## src/design/lsfh_pkg.sv

```systemverilog
// ----------------------------------------------------------------------------
// lsfh_pkg: shared types and codes for the link set-up frame handshake
// Frame layout, input and result codes, register indexes, config and
// burst descriptor structs.
// ----------------------------------------------------------------------------
package lsfh_pkg;

    // configuration port
    localparam int CFG_IDX_W  = 3;
    localparam int CFG_DATA_W = 16;

    localparam logic [CFG_IDX_W-1:0] REG_ROLE     = 3'd0;
    localparam logic [CFG_IDX_W-1:0] REG_TIMEOUT  = 3'd1;
    localparam logic [CFG_IDX_W-1:0] REG_MAX_TRY  = 3'd2;
    localparam logic [CFG_IDX_W-1:0] REG_ADDRESS  = 3'd3;
    localparam logic [CFG_IDX_W-1:0] REG_CONTROL  = 3'd4;

    // register reset values
    localparam logic        ROLE_RST     = 1'b0;
    localparam logic [15:0] TIMEOUT_RST  = 16'd3;
    localparam logic [3:0]  MAX_TRY_RST  = 4'd3;
    localparam logic [7:0]  ADDRESS_RST  = 8'h03;
    localparam logic [7:0]  CONTROL_RST  = 8'h03;

    localparam logic ROLE_TX = 1'b0;
    localparam logic ROLE_RX = 1'b1;

    // input item codes
    localparam logic [1:0] MODE_START = 2'd0;
    localparam logic [1:0] MODE_BYTE  = 2'd1;
    localparam logic [1:0] MODE_TICK  = 2'd2;

    // result kinds
    localparam logic [1:0] KIND_TX   = 2'd0;
    localparam logic [1:0] KIND_EST  = 2'd1;
    localparam logic [1:0] KIND_FAIL = 2'd2;

    // status report attached to a burst (none shares the tx code value)
    localparam logic [1:0] REPORT_NONE = 2'd0;

    localparam logic [7:0] FLAG_BYTE = 8'h7e;

    // burst steps: 0..4 are the frame bytes, then the status report
    localparam logic [2:0] STEP_FLAG_OPEN  = 3'd0;
    localparam logic [2:0] STEP_ADDRESS    = 3'd1;
    localparam logic [2:0] STEP_CONTROL    = 3'd2;
    localparam logic [2:0] STEP_CHECK      = 3'd3;
    localparam logic [2:0] STEP_FLAG_CLOSE = 3'd4;
    localparam logic [2:0] STEP_REPORT     = 3'd5;

    typedef struct packed {
        logic        role;
        logic [15:0] timeout_ticks;
        logic [3:0]  max_tries;
        logic [7:0]  address_byte;
        logic [7:0]  control_byte;
    } cfg_t;

    // what one input item asks the output side to send
    typedef struct packed {
        logic       frame;   // five frame bytes
        logic [1:0] report;  // trailing status beat, or none
    } desc_t;

endpackage

```

## src/design/lsfh_core.sv

```systemverilog
// ----------------------------------------------------------------------------
// lsfh_core: handshake state and frame recognizer
// Updates phase, recognizer step, tick count and try count on every accepted
// item and registers a burst descriptor for the output side.
// ----------------------------------------------------------------------------
module lsfh_core (
    input  logic            clk,
    input  logic            rst_n,
    input  lsfh_pkg::cfg_t  cfg,
    input  logic            in_valid,
    output logic            in_ready,
    input  logic [1:0]      mode,
    input  logic [7:0]      rx_byte,
    output lsfh_pkg::desc_t desc,
    output logic            desc_valid,
    input  logic            desc_ready
);
    import lsfh_pkg::*;

    localparam logic [1:0] PH_IDLE   = 2'd0;
    localparam logic [1:0] PH_AWAIT  = 2'd1;
    localparam logic [1:0] PH_LISTEN = 2'd2;

    logic [1:0]  phase_reg, phase_next;
    logic [2:0]  match_step_reg, match_step_next;
    logic [15:0] ticks_reg, ticks_next;
    logic [3:0]  tries_reg, tries_next;
    desc_t       desc_reg, desc_next;
    logic        desc_valid_reg, desc_valid_next;

    logic        accept;
    logic        matched;
    logic [2:0]  rec_step;
    logic [15:0] tick_inc;
    logic [7:0]  check_byte;
    logic        has_beats;

    assign accept     = in_valid && in_ready;
    assign in_ready   = !desc_valid_reg || desc_ready;
    assign check_byte = cfg.address_byte ^ cfg.control_byte;
    assign tick_inc   = (ticks_reg == 16'hffff) ? ticks_reg : ticks_reg + 16'd1;

    // five-state recognizer
    always_comb
    begin
        matched  = 1'b0;
        rec_step = 3'd0;
        unique case (match_step_reg)
            STEP_FLAG_OPEN:
            begin
                rec_step = (rx_byte == FLAG_BYTE) ? STEP_ADDRESS : STEP_FLAG_OPEN;
            end
            STEP_ADDRESS:
            begin
                if (rx_byte == cfg.address_byte)
                    rec_step = STEP_CONTROL;
                else if (rx_byte == FLAG_BYTE)
                    rec_step = STEP_ADDRESS;
                else
                    rec_step = STEP_FLAG_OPEN;
            end
            STEP_CONTROL:
            begin
                if (rx_byte == cfg.control_byte)
                    rec_step = STEP_CHECK;
                else if (rx_byte == FLAG_BYTE)
                    rec_step = STEP_ADDRESS;
                else
                    rec_step = STEP_FLAG_OPEN;
            end
            STEP_CHECK:
            begin
                rec_step = (rx_byte == check_byte) ? STEP_FLAG_CLOSE : STEP_FLAG_OPEN;
            end
            STEP_FLAG_CLOSE:
            begin
                rec_step = STEP_FLAG_OPEN;
                matched  = (rx_byte == FLAG_BYTE);
            end
            default:
            begin
                rec_step = STEP_FLAG_OPEN;
            end
        endcase
    end

    always_comb
    begin
        phase_next      = phase_reg;
        match_step_next = match_step_reg;
        ticks_next      = ticks_reg;
        tries_next      = tries_reg;
        desc_next       = '0;
        if (accept)
        begin
            unique case (mode)
                MODE_START:
                begin
                    match_step_next = STEP_FLAG_OPEN;
                    ticks_next      = '0;
                    if (cfg.role == ROLE_TX)
                    begin
                        tries_next     = 4'd1;
                        phase_next     = PH_AWAIT;
                        desc_next.frame = 1'b1;
                    end
                    else
                    begin
                        tries_next = '0;
                        phase_next = PH_LISTEN;
                    end
                end
                MODE_BYTE:
                begin
                    if (phase_reg == PH_AWAIT || phase_reg == PH_LISTEN)
                    begin
                        match_step_next = rec_step;
                        if (matched)
                        begin
                            desc_next.frame  = (phase_reg == PH_LISTEN);
                            desc_next.report = KIND_EST;
                            phase_next       = PH_IDLE;
                            ticks_next       = '0;
                        end
                    end
                end
                MODE_TICK:
                begin
                    if (phase_reg == PH_AWAIT)
                    begin
                        ticks_next = tick_inc;
                        if (tick_inc >= cfg.timeout_ticks)
                        begin
                            ticks_next      = '0;
                            match_step_next = STEP_FLAG_OPEN;
                            if (tries_reg >= cfg.max_tries)
                            begin
                                desc_next.report = KIND_FAIL;
                                phase_next       = PH_IDLE;
                            end
                            else
                            begin
                                tries_next      = tries_reg + 4'd1;
                                desc_next.frame = 1'b1;
                            end
                        end
                    end
                end
                default:
                begin
                    // unused code: ignored
                end
            endcase
        end
    end

    assign has_beats = desc_next.frame || (desc_next.report != REPORT_NONE);

    always_comb
    begin
        desc_valid_next = desc_valid_reg;
        if (accept)
            desc_valid_next = has_beats;
        else if (desc_ready)
            desc_valid_next = 1'b0;
    end

    always_ff @(posedge clk or negedge rst_n)
    begin
        if (!rst_n)
        begin
            phase_reg      <= PH_IDLE;
            match_step_reg <= STEP_FLAG_OPEN;
            ticks_reg      <= '0;
            tries_reg      <= '0;
            desc_valid_reg <= 1'b0;
        end
        else
        begin
            phase_reg      <= phase_next;
            match_step_reg <= match_step_next;
            ticks_reg      <= ticks_next;
            tries_reg      <= tries_next;
            desc_valid_reg <= desc_valid_next;
        end
    end

    always_ff @(posedge clk)
    begin
        if (accept)
            desc_reg <= desc_next;
    end

    assign desc       = desc_reg;
    assign desc_valid = desc_valid_reg;

    // a queued descriptor always asks for at least one beat
    assert property (@(posedge clk) disable iff (!rst_n)
        desc_valid_reg |-> (desc_reg.frame || desc_reg.report != REPORT_NONE))
        else $error("empty burst descriptor queued");

    // tick count only runs while awaiting a reply
    assert property (@(posedge clk) disable iff (!rst_n)
        (phase_reg == PH_IDLE) |-> (ticks_reg == 16'd0))
        else $error("tick count nonzero while idle");

    // transmitter start always queues a frame
    assert property (@(posedge clk) disable iff (!rst_n)
        (accept && mode == MODE_START && cfg.role == ROLE_TX)
        |=> (desc_valid_reg && desc_reg.frame))
        else $error("start did not queue a frame");

endmodule

```

## src/design/lsfh_burst.sv

```systemverilog
// ----------------------------------------------------------------------------
// lsfh_burst: result beat sequencer
// Expands a burst descriptor into frame bytes, a status beat or both, one
// beat per cycle while out_ready is high, through a registered output stage.
// ----------------------------------------------------------------------------
module lsfh_burst (
    input  logic            clk,
    input  logic            rst_n,
    input  lsfh_pkg::cfg_t  cfg,
    input  lsfh_pkg::desc_t desc,
    input  logic            desc_valid,
    output logic            desc_ready,
    output logic            out_valid,
    input  logic            out_ready,
    output logic [1:0]      kind,
    output logic [7:0]      tx_byte,
    output logic            last
);
    import lsfh_pkg::*;

    desc_t      cur_reg;
    logic [2:0] step_reg;
    logic       busy_reg;
    logic       out_valid_reg;
    logic [1:0] kind_reg;
    logic [7:0] tx_byte_reg;
    logic       last_reg;

    logic [1:0] beat_kind;
    logic [7:0] beat_byte;
    logic       beat_last;
    logic       adv;
    logic       take;
    logic [2:0] first_step;

    always_comb
    begin
        beat_kind = KIND_TX;
        beat_byte = 8'h00;
        unique case (step_reg)
            STEP_FLAG_OPEN, STEP_FLAG_CLOSE: beat_byte = FLAG_BYTE;
            STEP_ADDRESS:                    beat_byte = cfg.address_byte;
            STEP_CONTROL:                    beat_byte = cfg.control_byte;
            STEP_CHECK:                      beat_byte = cfg.address_byte ^ cfg.control_byte;
            STEP_REPORT:                     beat_kind = cur_reg.report;
            default:                         beat_byte = 8'h00;
        endcase
    end

    assign beat_last  = (step_reg == STEP_REPORT) ||
                        (step_reg == STEP_FLAG_CLOSE && cur_reg.report == REPORT_NONE);
    assign adv        = busy_reg && (!out_valid_reg || out_ready);
    assign desc_ready = !busy_reg || (adv && beat_last);
    assign take       = desc_valid && desc_ready;
    assign first_step = desc.frame ? STEP_FLAG_OPEN : STEP_REPORT;

    always_ff @(posedge clk or negedge rst_n)
    begin
        if (!rst_n)
        begin
            busy_reg      <= 1'b0;
            out_valid_reg <= 1'b0;
            step_reg      <= STEP_FLAG_OPEN;
        end
        else
        begin
            if (adv)
                out_valid_reg <= 1'b1;
            else if (out_ready)
                out_valid_reg <= 1'b0;

            if (take)
            begin
                busy_reg <= 1'b1;
                step_reg <= first_step;
            end
            else if (adv && beat_last)
                busy_reg <= 1'b0;
            else if (adv)
                step_reg <= step_reg + 3'd1;
        end
    end

    always_ff @(posedge clk)
    begin
        if (take)
            cur_reg <= desc;
        if (adv)
        begin
            kind_reg    <= beat_kind;
            tx_byte_reg <= beat_byte;
            last_reg    <= beat_last;
        end
    end

    assign out_valid = out_valid_reg;
    assign kind      = kind_reg;
    assign tx_byte   = tx_byte_reg;
    assign last      = last_reg;

    assert property (@(posedge clk) disable iff (!rst_n)
        busy_reg |-> (step_reg <= STEP_REPORT))
        else $error("burst step out of range");

    // a burst never pauses between its own beats
    assert property (@(posedge clk) disable iff (!rst_n)
        (out_valid_reg && out_ready && !last_reg) |=> out_valid_reg)
        else $error("gap inside a burst");

endmodule

```

## src/design/link_setup_frame_handshake.sv

```systemverilog
// ----------------------------------------------------------------------------
// link_setup_frame_handshake: serial link set-up handshake
// Sends, recognizes and echoes five-byte supervisory frames
// (flag, address, control, check, flag) with timeout and retries.
// ----------------------------------------------------------------------------
// Usage:
//   Input channel (in_valid/in_ready, mode, rx_byte) carries one beat per
//   event: start handshake, a received serial byte, or one timer tick.
//   Output channel (out_valid/out_ready, kind, tx_byte, last) carries the
//   result beats: frame bytes to send, then link established or failed;
//   last marks the final beat caused by one input beat.
//   Configuration (cfg_we, cfg_index, cfg_data) writes role, timeout,
//   try limit, address and control bytes; write only while idle.
// Timing:
//   An input beat is taken every cycle while the descriptor register is free.
//   A result passes through the descriptor register, the sequencer's step
//   register and the output register; after that, one beat per cycle while
//   out_ready is high. The output sequencer sets the rate.
// Reset:
//   Handshake idle, recognizer hunting for the opening flag, counters zero,
//   registers at their defaults. No clearing pass.
// Stalls:
//   When out_ready is low, the current beat holds; up to two further
//   result-producing input beats are buffered (one in the sequencer, one in
//   the descriptor register), after which in_ready drops.
// ----------------------------------------------------------------------------
module link_setup_frame_handshake (
    input  logic                           clk,
    input  logic                           rst_n,
    input  logic                           cfg_we,
    input  logic [lsfh_pkg::CFG_IDX_W-1:0]  cfg_index,
    input  logic [lsfh_pkg::CFG_DATA_W-1:0] cfg_data,
    input  logic                           in_valid,
    output logic                           in_ready,
    input  logic [1:0]                     mode,
    input  logic [7:0]                     rx_byte,
    output logic                           out_valid,
    input  logic                           out_ready,
    output logic [1:0]                     kind,
    output logic [7:0]                     tx_byte,
    output logic                           last
);
    import lsfh_pkg::*;

    cfg_t  cfg_reg;
    desc_t desc;
    logic  desc_valid;
    logic  desc_ready;

    // configuration registers; unknown indexes are dropped
    always_ff @(posedge clk or negedge rst_n)
    begin
        if (!rst_n)
        begin
            cfg_reg.role          <= ROLE_RST;
            cfg_reg.timeout_ticks <= TIMEOUT_RST;
            cfg_reg.max_tries     <= MAX_TRY_RST;
            cfg_reg.address_byte  <= ADDRESS_RST;
            cfg_reg.control_byte  <= CONTROL_RST;
        end
        else if (cfg_we)
        begin
            unique case (cfg_index)
                REG_ROLE:    cfg_reg.role          <= cfg_data[0];
                REG_TIMEOUT: cfg_reg.timeout_ticks <= cfg_data[15:0];
                REG_MAX_TRY: cfg_reg.max_tries     <= cfg_data[3:0];
                REG_ADDRESS: cfg_reg.address_byte  <= cfg_data[7:0];
                REG_CONTROL: cfg_reg.control_byte  <= cfg_data[7:0];
                default:
                begin
                end
            endcase
        end
    end

    // state update and recognizer; one descriptor per result-producing beat
    lsfh_core u_core (
        .clk        (clk),
        .rst_n      (rst_n),
        .cfg        (cfg_reg),
        .in_valid   (in_valid),
        .in_ready   (in_ready),
        .mode       (mode),
        .rx_byte    (rx_byte),
        .desc       (desc),
        .desc_valid (desc_valid),
        .desc_ready (desc_ready)
    );

    // expands descriptors into output beats
    lsfh_burst u_burst (
        .clk        (clk),
        .rst_n      (rst_n),
        .cfg        (cfg_reg),
        .desc       (desc),
        .desc_valid (desc_valid),
        .desc_ready (desc_ready),
        .out_valid  (out_valid),
        .out_ready  (out_ready),
        .kind       (kind),
        .tx_byte    (tx_byte),
        .last       (last)
    );

endmodule

```

## config.mk

```make
export PLATFORM = sky130hd
export DESIGN_NAME = link_setup_frame_handshake
export DESIGN_NICKNAME = d
export VERILOG_FILES = /design/src/design/lsfh_pkg.sv /design/src/design/lsfh_core.sv /design/src/design/lsfh_burst.sv /design/src/design/link_setup_frame_handshake.sv
export SDC_FILE = /design/constraint.sdc
export NUM_CORES = 1
export LEC_CHECK = 0
export BUFFER_PORTS_ARGS = -buffer_cell sky130_fd_sc_hd__buf_2
export CORE_ASPECT_RATIO = 1.5
export CORE_MARGIN = 3
export CORE_UTILIZATION = 30
export DETAILED_ROUTE_END_ITERATION = 8
export PLACE_DENSITY_LB_ADDON = 0.12
export SETUP_SLACK_MARGIN = 0.2
export SYNTH_ARGS = -nofsm -noshare
export SYNTH_HDL_FRONTEND = slang
export SYNTH_SLANG_ARGS = --single-unit
```

## constraint.sdc

```tcl
create_clock -name clk -period 3.1 [get_ports clk]
set_input_delay 0.31 -clock clk [delete_from_list [all_inputs] [get_ports clk]]
set_output_delay 0.31 -clock clk [all_outputs]
set_load 0.03 [all_outputs]
```

==> results.yml, run 1 <==
global_route:
  antenna_found_initial: 0
  grt_util_met1: 0.177
  grt_pass1_wl_mm: 23.2
  use_met2: 0.289
  met3_usage: 0.0185
  grt_pass1_vias: 4462
  busiest_layer: "met2"
  grt_use_total: 0.157
  grt_max_degree: 32
  grt_overflow: 0
pwr:
  p_per_area_nw_per_um2: 612
  combPwrFrac: 0.357
  vdd_drop_max_mv: 0.412
  switching_share: 0.361
  p_seq_frac: 0.384
  p_leak_nw: 3.01
  internal_power_mw: 2.68
  power_mw: 4.18
  switchingPower_mw: 1.51
  power.share.clock: 0.259
floorplan:
  rows: 58
  coreArea_um2: 16800
  initial_utilization: 0.307
  dieArea_um2: 18800
  dieWidth_um: 113
  ios: 47
  fp.dieH_um: 167
route:
  first_iter_violations: 139
  drc_errors: 0
  drt_wl_total_mm: 14.4
  dr.pass1.iters: 4
  ant_nets: 0
  vias_per_cell: 5.00
  wl_per_cell_um: 16.8
  vias: 4284
synthesis:
  yosys.area.top_type: "dfrtp_1"
  synth_edf_count: 16
  avgSynthCellArea_um2: 9.85
  synthesis.area_um2: 5160
  synth.top_cells.by_area: "dfrtp_1 29%, edfxtp_1 9.3%, ha_1 8.0%, mux2_2 4.8%, dfstp_2 4.1%"
  yosysUniqueCellTypes: 61
  synth.top_cells.by_count: "60 x dfrtp_1, 51 x nand2_1, 41 x inv_1"
  syn_nets: 591
  ys_ff_latch: 84
  synth_most_common_cell: "dfrtp_1"
  ys.flop_type: "dfrtp_1"
  synth.yosys.warnings: 0
  netlist.area_leader.share: 0.291
  synthCells: 524
  async_flop_share: 0.810
  yosysSeqAreaShare: 0.425
sta:
  finalHoldViolCount: 0
  fmax_mhz: 304
  tightestPinTransition_ns: 0.535
  grt_setup_unrepaired: "yes"
  fin_worst_skew_ns: 0.00854
  period_share: 1.06
  fin_crit_ns: 3.29
  slew_headroom: 0.642
  setup_slack_ns: -0.191
  slew_viol_final: 0
  setup_viol: 20
critical_path:
  rr_worst_depth: 15
  cp.arrival_ns: 3.53
  reg2reg_slack_ns: -0.19
  path_class: "reg -> reg"
  cp.required_ns: 3.33
  worstSetupStartpointType: "register"
  cp_max_fo: 5
  reg2reg_from: "u_core.ticks_reg[1]$_DFFE_PN0P_"
  regToRegEndpoint: "u_core.ticks_reg[3]$_DFFE_PN0P_"
  crit_path_end_kind: "register"
final_layout:
  largest_register_ffs: 37
  fin_cells: 857
  area_growth_pct: 32.6
  nets: 709
  n_antenna_cell: 0
  layout-drive-gt1-share: 0.343
  fillers: 1671
clocking:
  cts_tree: "yes"
  htree_levels: 3
  cts_made_buffers: 9
  clk_pin_slew_ns: 0.06
  cts_max_path_buffers: 2
  cts.sinks: 84
  insertion_delay_ns: 0.35
  cts_root_buf: "clkbuf_16"
placement:
  dp_hpwl_mm: 10.8
  dp_cells: 823
  port_buffers: 46
  gp_congestion: 0.825
  dpl_worst_slack_ns: -0.400
status:
  violations: "negative setup slack"
  outcome: "complete, but fails checks"
hold_path:
  min_from: "cfg_data[14]"
  worstHoldEndpoint: "cfg_reg[34]$_DFFE_PN0P_"
  hold_path_class: "in -> reg"
  holdPathStages: 3
job:
  cap_violations: 0
[placed cells by master (no fill, tap or decap), types with 4 or more instances in the layout]
master	n
nor2b_1	22
a22o_1	8
o21bai_1	4
nor2_1	18
a31o_2	4
nand3_1	12
ha_1	31
nand4_1	7
a31oi_1	9
clkbuf_16	9
a21oi_1	10
buf_2	46
o21ai_0	38
dfstp_2	8
xor2_1	16
xnor2_1	14
nand2_1	51
buf_6	10
mux2_2	20
nand2b_1	9
nand4b_1	4
inv_1	41
and3_1	5
o31ai_4	4
dfrtp_1	60
nor4_1	5
xnor2_2	4
edfxtp_1	16
nor3_1	9
buf_4	62
mux2i_1	4
[critical path, stage by stage, from the launching register on]
cell and delay [ns]:
dfrtp_1 0.42, and2_4 0.18, nand4_1 0.16, nor3_4 0.22, nand3_2 0.14, mux2i_2 0.21
inv_1 0.10, ha_4 0.27, nand4_1 0.21, nor3_2 0.21, a211oi_2 0.11, buf_4 0.16
buf_12 0.11, and3b_2 0.24, a31o_2 0.26, a22o_1 0.17
[timing repair]
action | CTS | global route
gates cloned | 1 | 0
hold buffers | 1 | 0
hold endpoints to repair | 14 | 0
gates resized for setup | 28 | 31
pin swaps | 16 | 30
setup endpoints to repair | 28 | 28
buffers inserted | 9 | 7
[power groups by stage]
stage          Clock, mW  Sequential [mW]  Combinational, mW
4_1_cts             1.11             1.61               1.48
6_report            1.08             1.61               1.49
3_5_place_dp           0             1.63               1.42
5_1_grt             1.16             1.65               1.66
3_3_place_gp           0             1.62               1.41
2_1_floorplan          0             1.71              0.891
[layout make-up]
class | instances | area [um2] | share of cell area
clock buffers | 12 | 236 | 0.0346
inverters | 41 | 154 | 0.0225
clock inverters | 4 | 51.3 | 0.00750
multi-input cells | 384 | 3070 | 0.448
repair buffers | 122 | 878 | 0.128
well taps | 210 | 263 | 0.0384
flip-flops and latches | 84 | 2190 | 0.320
[stage by stage]
step / setup TNS (ns) / util / area (um2) / hold slack (ns)
after floorplan: 0 / - / 5250 / 0.0144
after global placement: -7.35 / 0.362 / 6100 / 0.275
after detailed placement: -8.38 / 0.362 / 6100 / 0.278
after CTS: -2.97 / 0.394 / 6630 / 0.157
after global routing: -6.38 / 0.406 / 6840 / 0.175
final: -1.69 / 0.406 / 6840 / 0.165
[cells by family after synthesis]
logic type / count (synthesis) / share of synthesized area
DFF: 84 / 0.425
xor gates and xnor gates: 35 / 0.0594
AOI/OAI and AO/OA: 114 / 0.153
muxes: 30 / 0.0638
buffers and inverters: 57 / 0.0444
adders and majority gates: 33 / 0.0800
and+or+nand+nor: 171 / 0.174
[worst max path at each step]
| stage | start | end | slack [ns] | cells past startpoint |
|---|---|---|---|---|
| final | u_core.ticks_reg[1]$_DFFE_PN0P_ | u_core.ticks_reg[3]$_DFFE_PN0P_ | -0.19 | 15 |
| after global routing | u_core.ticks_reg[1]$_DFFE_PN0P_ | u_core.ticks_reg[3]$_DFFE_PN0P_ | -0.33 | 15 |
| after CTS | u_core.ticks_reg[1]$_DFFE_PN0P_ | u_core.phase_reg[0]$_DFFE_PN0P_ | -0.21 | 14 |
| after detailed placement | u_core.ticks_reg[1]$_DFFE_PN0P_ | u_core.ticks_reg[6]$_DFFE_PN0P_ | -0.40 | 13 |
| after global placement | u_core.ticks_reg[1]$_DFFE_PN0P_ | u_core.ticks_reg[9]$_DFFE_PN0P_ | -0.37 | 13 |
| after floorplan | u_core.ticks_reg[0]$_DFFE_PN0P_ | u_core.phase_reg[0]$_DFFE_PN0P_ | 0.12 | 13 |
[per-layer routing]
layer	share of wire	vias to the layer above
met1	0.39	2078
li1	-	2110
met4	0.031	0
met5	0	-
met2	0.55	75
met3	0.024	21
(Power assumes the default switching activity.)
==> run 2, diff against run 1 <==
Clock period 3.1 ns to 3.3 ns, I/O delays scaled along.
==> run 2 against run 1 <==
The flow now finishes without violations. Die area stayed put. Sequential share of layout area increased by 2.0 points. Sequential power shrank 7%. Largest cell class unchanged.
==> results.yml, run 2 (synthesized netlist as in run 1, its figures left out) <==
sta:
  slew_viol_final: 0
  fin_crit_ns: 3.24
  fmax_mhz: 309
  finalSetupTns_ns: 0
  period_share: 0.982
  fin_worst_skew_ns: 0.00394
  finalHoldViolCount: 0
  grt_setup_unrepaired: "yes"
  tightestPinTransition_ns: 0.923
  slew_headroom: 0.385
  setup_viol: 0
floorplan:
  fp.dieH_um: 167
  ios: 47
  dieArea_um2: 18800
  dieWidth_um: 113
  rows: 58
  coreArea_um2: 16800
  initial_utilization: 0.307
critical_path:
  worstSetupStartpointType: "register"
  cp.required_ns: 3.53
  reg2reg_slack_ns: 0.06
  cp_max_fo: 8
  path_class: "reg -> reg"
  crit_path_end_kind: "register"
  cp.arrival_ns: 3.47
final_layout:
  area_growth_pct: 24.9
  final_common_cell: "dfrtp_1"
  layout-drive-gt1-share: 0.296
  largest_register_ffs: 37
  n_antenna_cell: 0
  layout_common_cells: "60 x dfrtp_1, 56 x buf_4, 51 x nand2_1"
  nets: 691
  final_cell_area_um2: 6450
route:
  drt_wl_total_mm: 13.6
  dr.pass1.iters: 5
  drc_errors: 0
  vias_per_cell: 5.03
  ant_nets: 0
  wl_per_cell_um: 16.2
  vias: 4224
  first_iter_violations: 94
global_route:
  grt_max_degree: 69
  antenna_found_initial: 0
  grt_pass1_vias: 4483
  grt_overflow: 0
  grt_use_total: 0.149
  grt_pass1_wl_mm: 22.3
clocking:
  clk_pin_slew_ns: 0.06
  cts_made_buffers: 9
  insertion_delay_ns: 0.34
  cts_tree: "yes"
  cts_max_path_buffers: 2
  htree_levels: 3
  cts_hold_buf: 0
  cts_root_buf: "clkbuf_16"
  cts.sinks: 84
status:
  outcome: "finished, final reports clean"
placement:
  dp_hpwl_mm: 10.4
  port_buffers: 46
  gp_congestion: 0.791
  placed_area_um2: 6000
hold_path:
  hold_path_class: "in -> async"
pwr:
  p_per_area_nw_per_um2: 583
  p_leak_nw: 2.84
  vdd_drop_max_mv: 0.318
job:
  cap_violations: 0
## run 2: cell types whose count changed in the layout (fill, tap and decap cells not counted), moves of 3 or more
cell	before	now
mux2_4	3	0
o31ai_4	4	0
buf_12	3	0
buf_6	10	3
buf_4	62	56
o31ai_1	0	4
## run 2: cell type report
| type | count | area [um2] |
|---|---|---|
| multi-input cells | 383 | 2880 |
| flip-flops and latches | 84 | 2190 |
| well taps | 210 | 263 |
| fillers | 1721 | 10400 |
| clock buffers | 12 | 246 |
| inverters | 41 | 154 |
| clock inverters | 4 | 25.0 |
| repair buffers | 105 | 684 |
## run 2: final timing paths
| check | endpoint | cells past startpoint | from |
|---|---|---|---|
| max in group asynchronous | u_core.tries_reg[2]$_DFFE_PN0P_ | 2 | rst_n |
| hold reg to reg | u_burst.cur_reg[0]$_DFFE_PP_ | 0 | u_core.desc[0]$_DFFE_PP_ |
| setup / recovery | u_core.tries_reg[3]$_DFFE_PN0P_ | 13 | u_core.ticks_reg[4]$_DFFE_PN0P_ |
| setup reg to reg | u_core.tries_reg[3]$_DFFE_PN0P_ | 13 | u_core.ticks_reg[4]$_DFFE_PN0P_ |
| min in group clk | cfg_reg[34]$_DFFE_PN0P_ | 3 | cfg_data[14] |
| hold / removal | u_core.ticks_reg[10]$_DFFE_PN0P_ | 2 | rst_n |
## run 2: layer usage
metal | wire length [um] | global-route usage | vias to the layer above
met5 | 0 | 0 | -
met4 | 552 | 0.0832 | 0
met2 | 7320 | 0.276 | 75
met1 | 5430 | 0.162 | 2042
met3 | 322 | 0.0182 | 30
li1 | - | - | 2077
## run 2: where the power goes
part / leakage [nW] / internal (mW) / total, mW / switching [mW]
clock: 0.129 / 0.529 / 0.948 / 0.420
combinational: 1.70 / 0.538 / 1.31 / 0.769
sequential: 1.01 / 1.34 / 1.50 / 0.168
total: 2.84 / 2.40 / 3.76 / 1.36
## run 2: per-stage QoR
| step | cells | util | worst slack, ns | total power [mW] | hold slack, ns |
|---|---|---|---|---|---|
| 3_5_place_dp | 816 | 0.357 | -0.120 | 2.82 | 0.409 |
| 6_report | 839 | 0.383 | 0.0610 | 3.76 | 0.187 |
| 4_1_cts | 837 | 0.379 | 0.106 | 3.81 | 0.175 |
| 3_3_place_gp | 816 | 0.357 | -0.0620 | 2.80 | 0.405 |
| 2_1_floorplan | 524 | - | 0.217 | 2.43 | 0.0344 |
| 5_1_grt | 839 | 0.383 | -0.146 | 4.05 | 0.204 |
## run 2: repair_timing
action / CTS / global route
setup buffers: 5 / 2
gates resized for setup: 16 / 10
gates cloned: 0 / 0
endpoints found under the setup margin: 28 / 28
pin swaps: 4 / 1
## run 2: critical path, cell delays in order, from the launching register on
cell and delay, ns:
dfrtp_1 0.36, and3_4 0.21, nand4_1 0.19, nor3_4 0.21, nand3_2 0.11, mux2i_2 0.22, inv_1 0.11, ha_4 0.28
nand4_1 0.19, nor3_2 0.24, a211oi_2 0.10, and3b_2 0.29, o311a_1 0.37, a221o_1 0.26
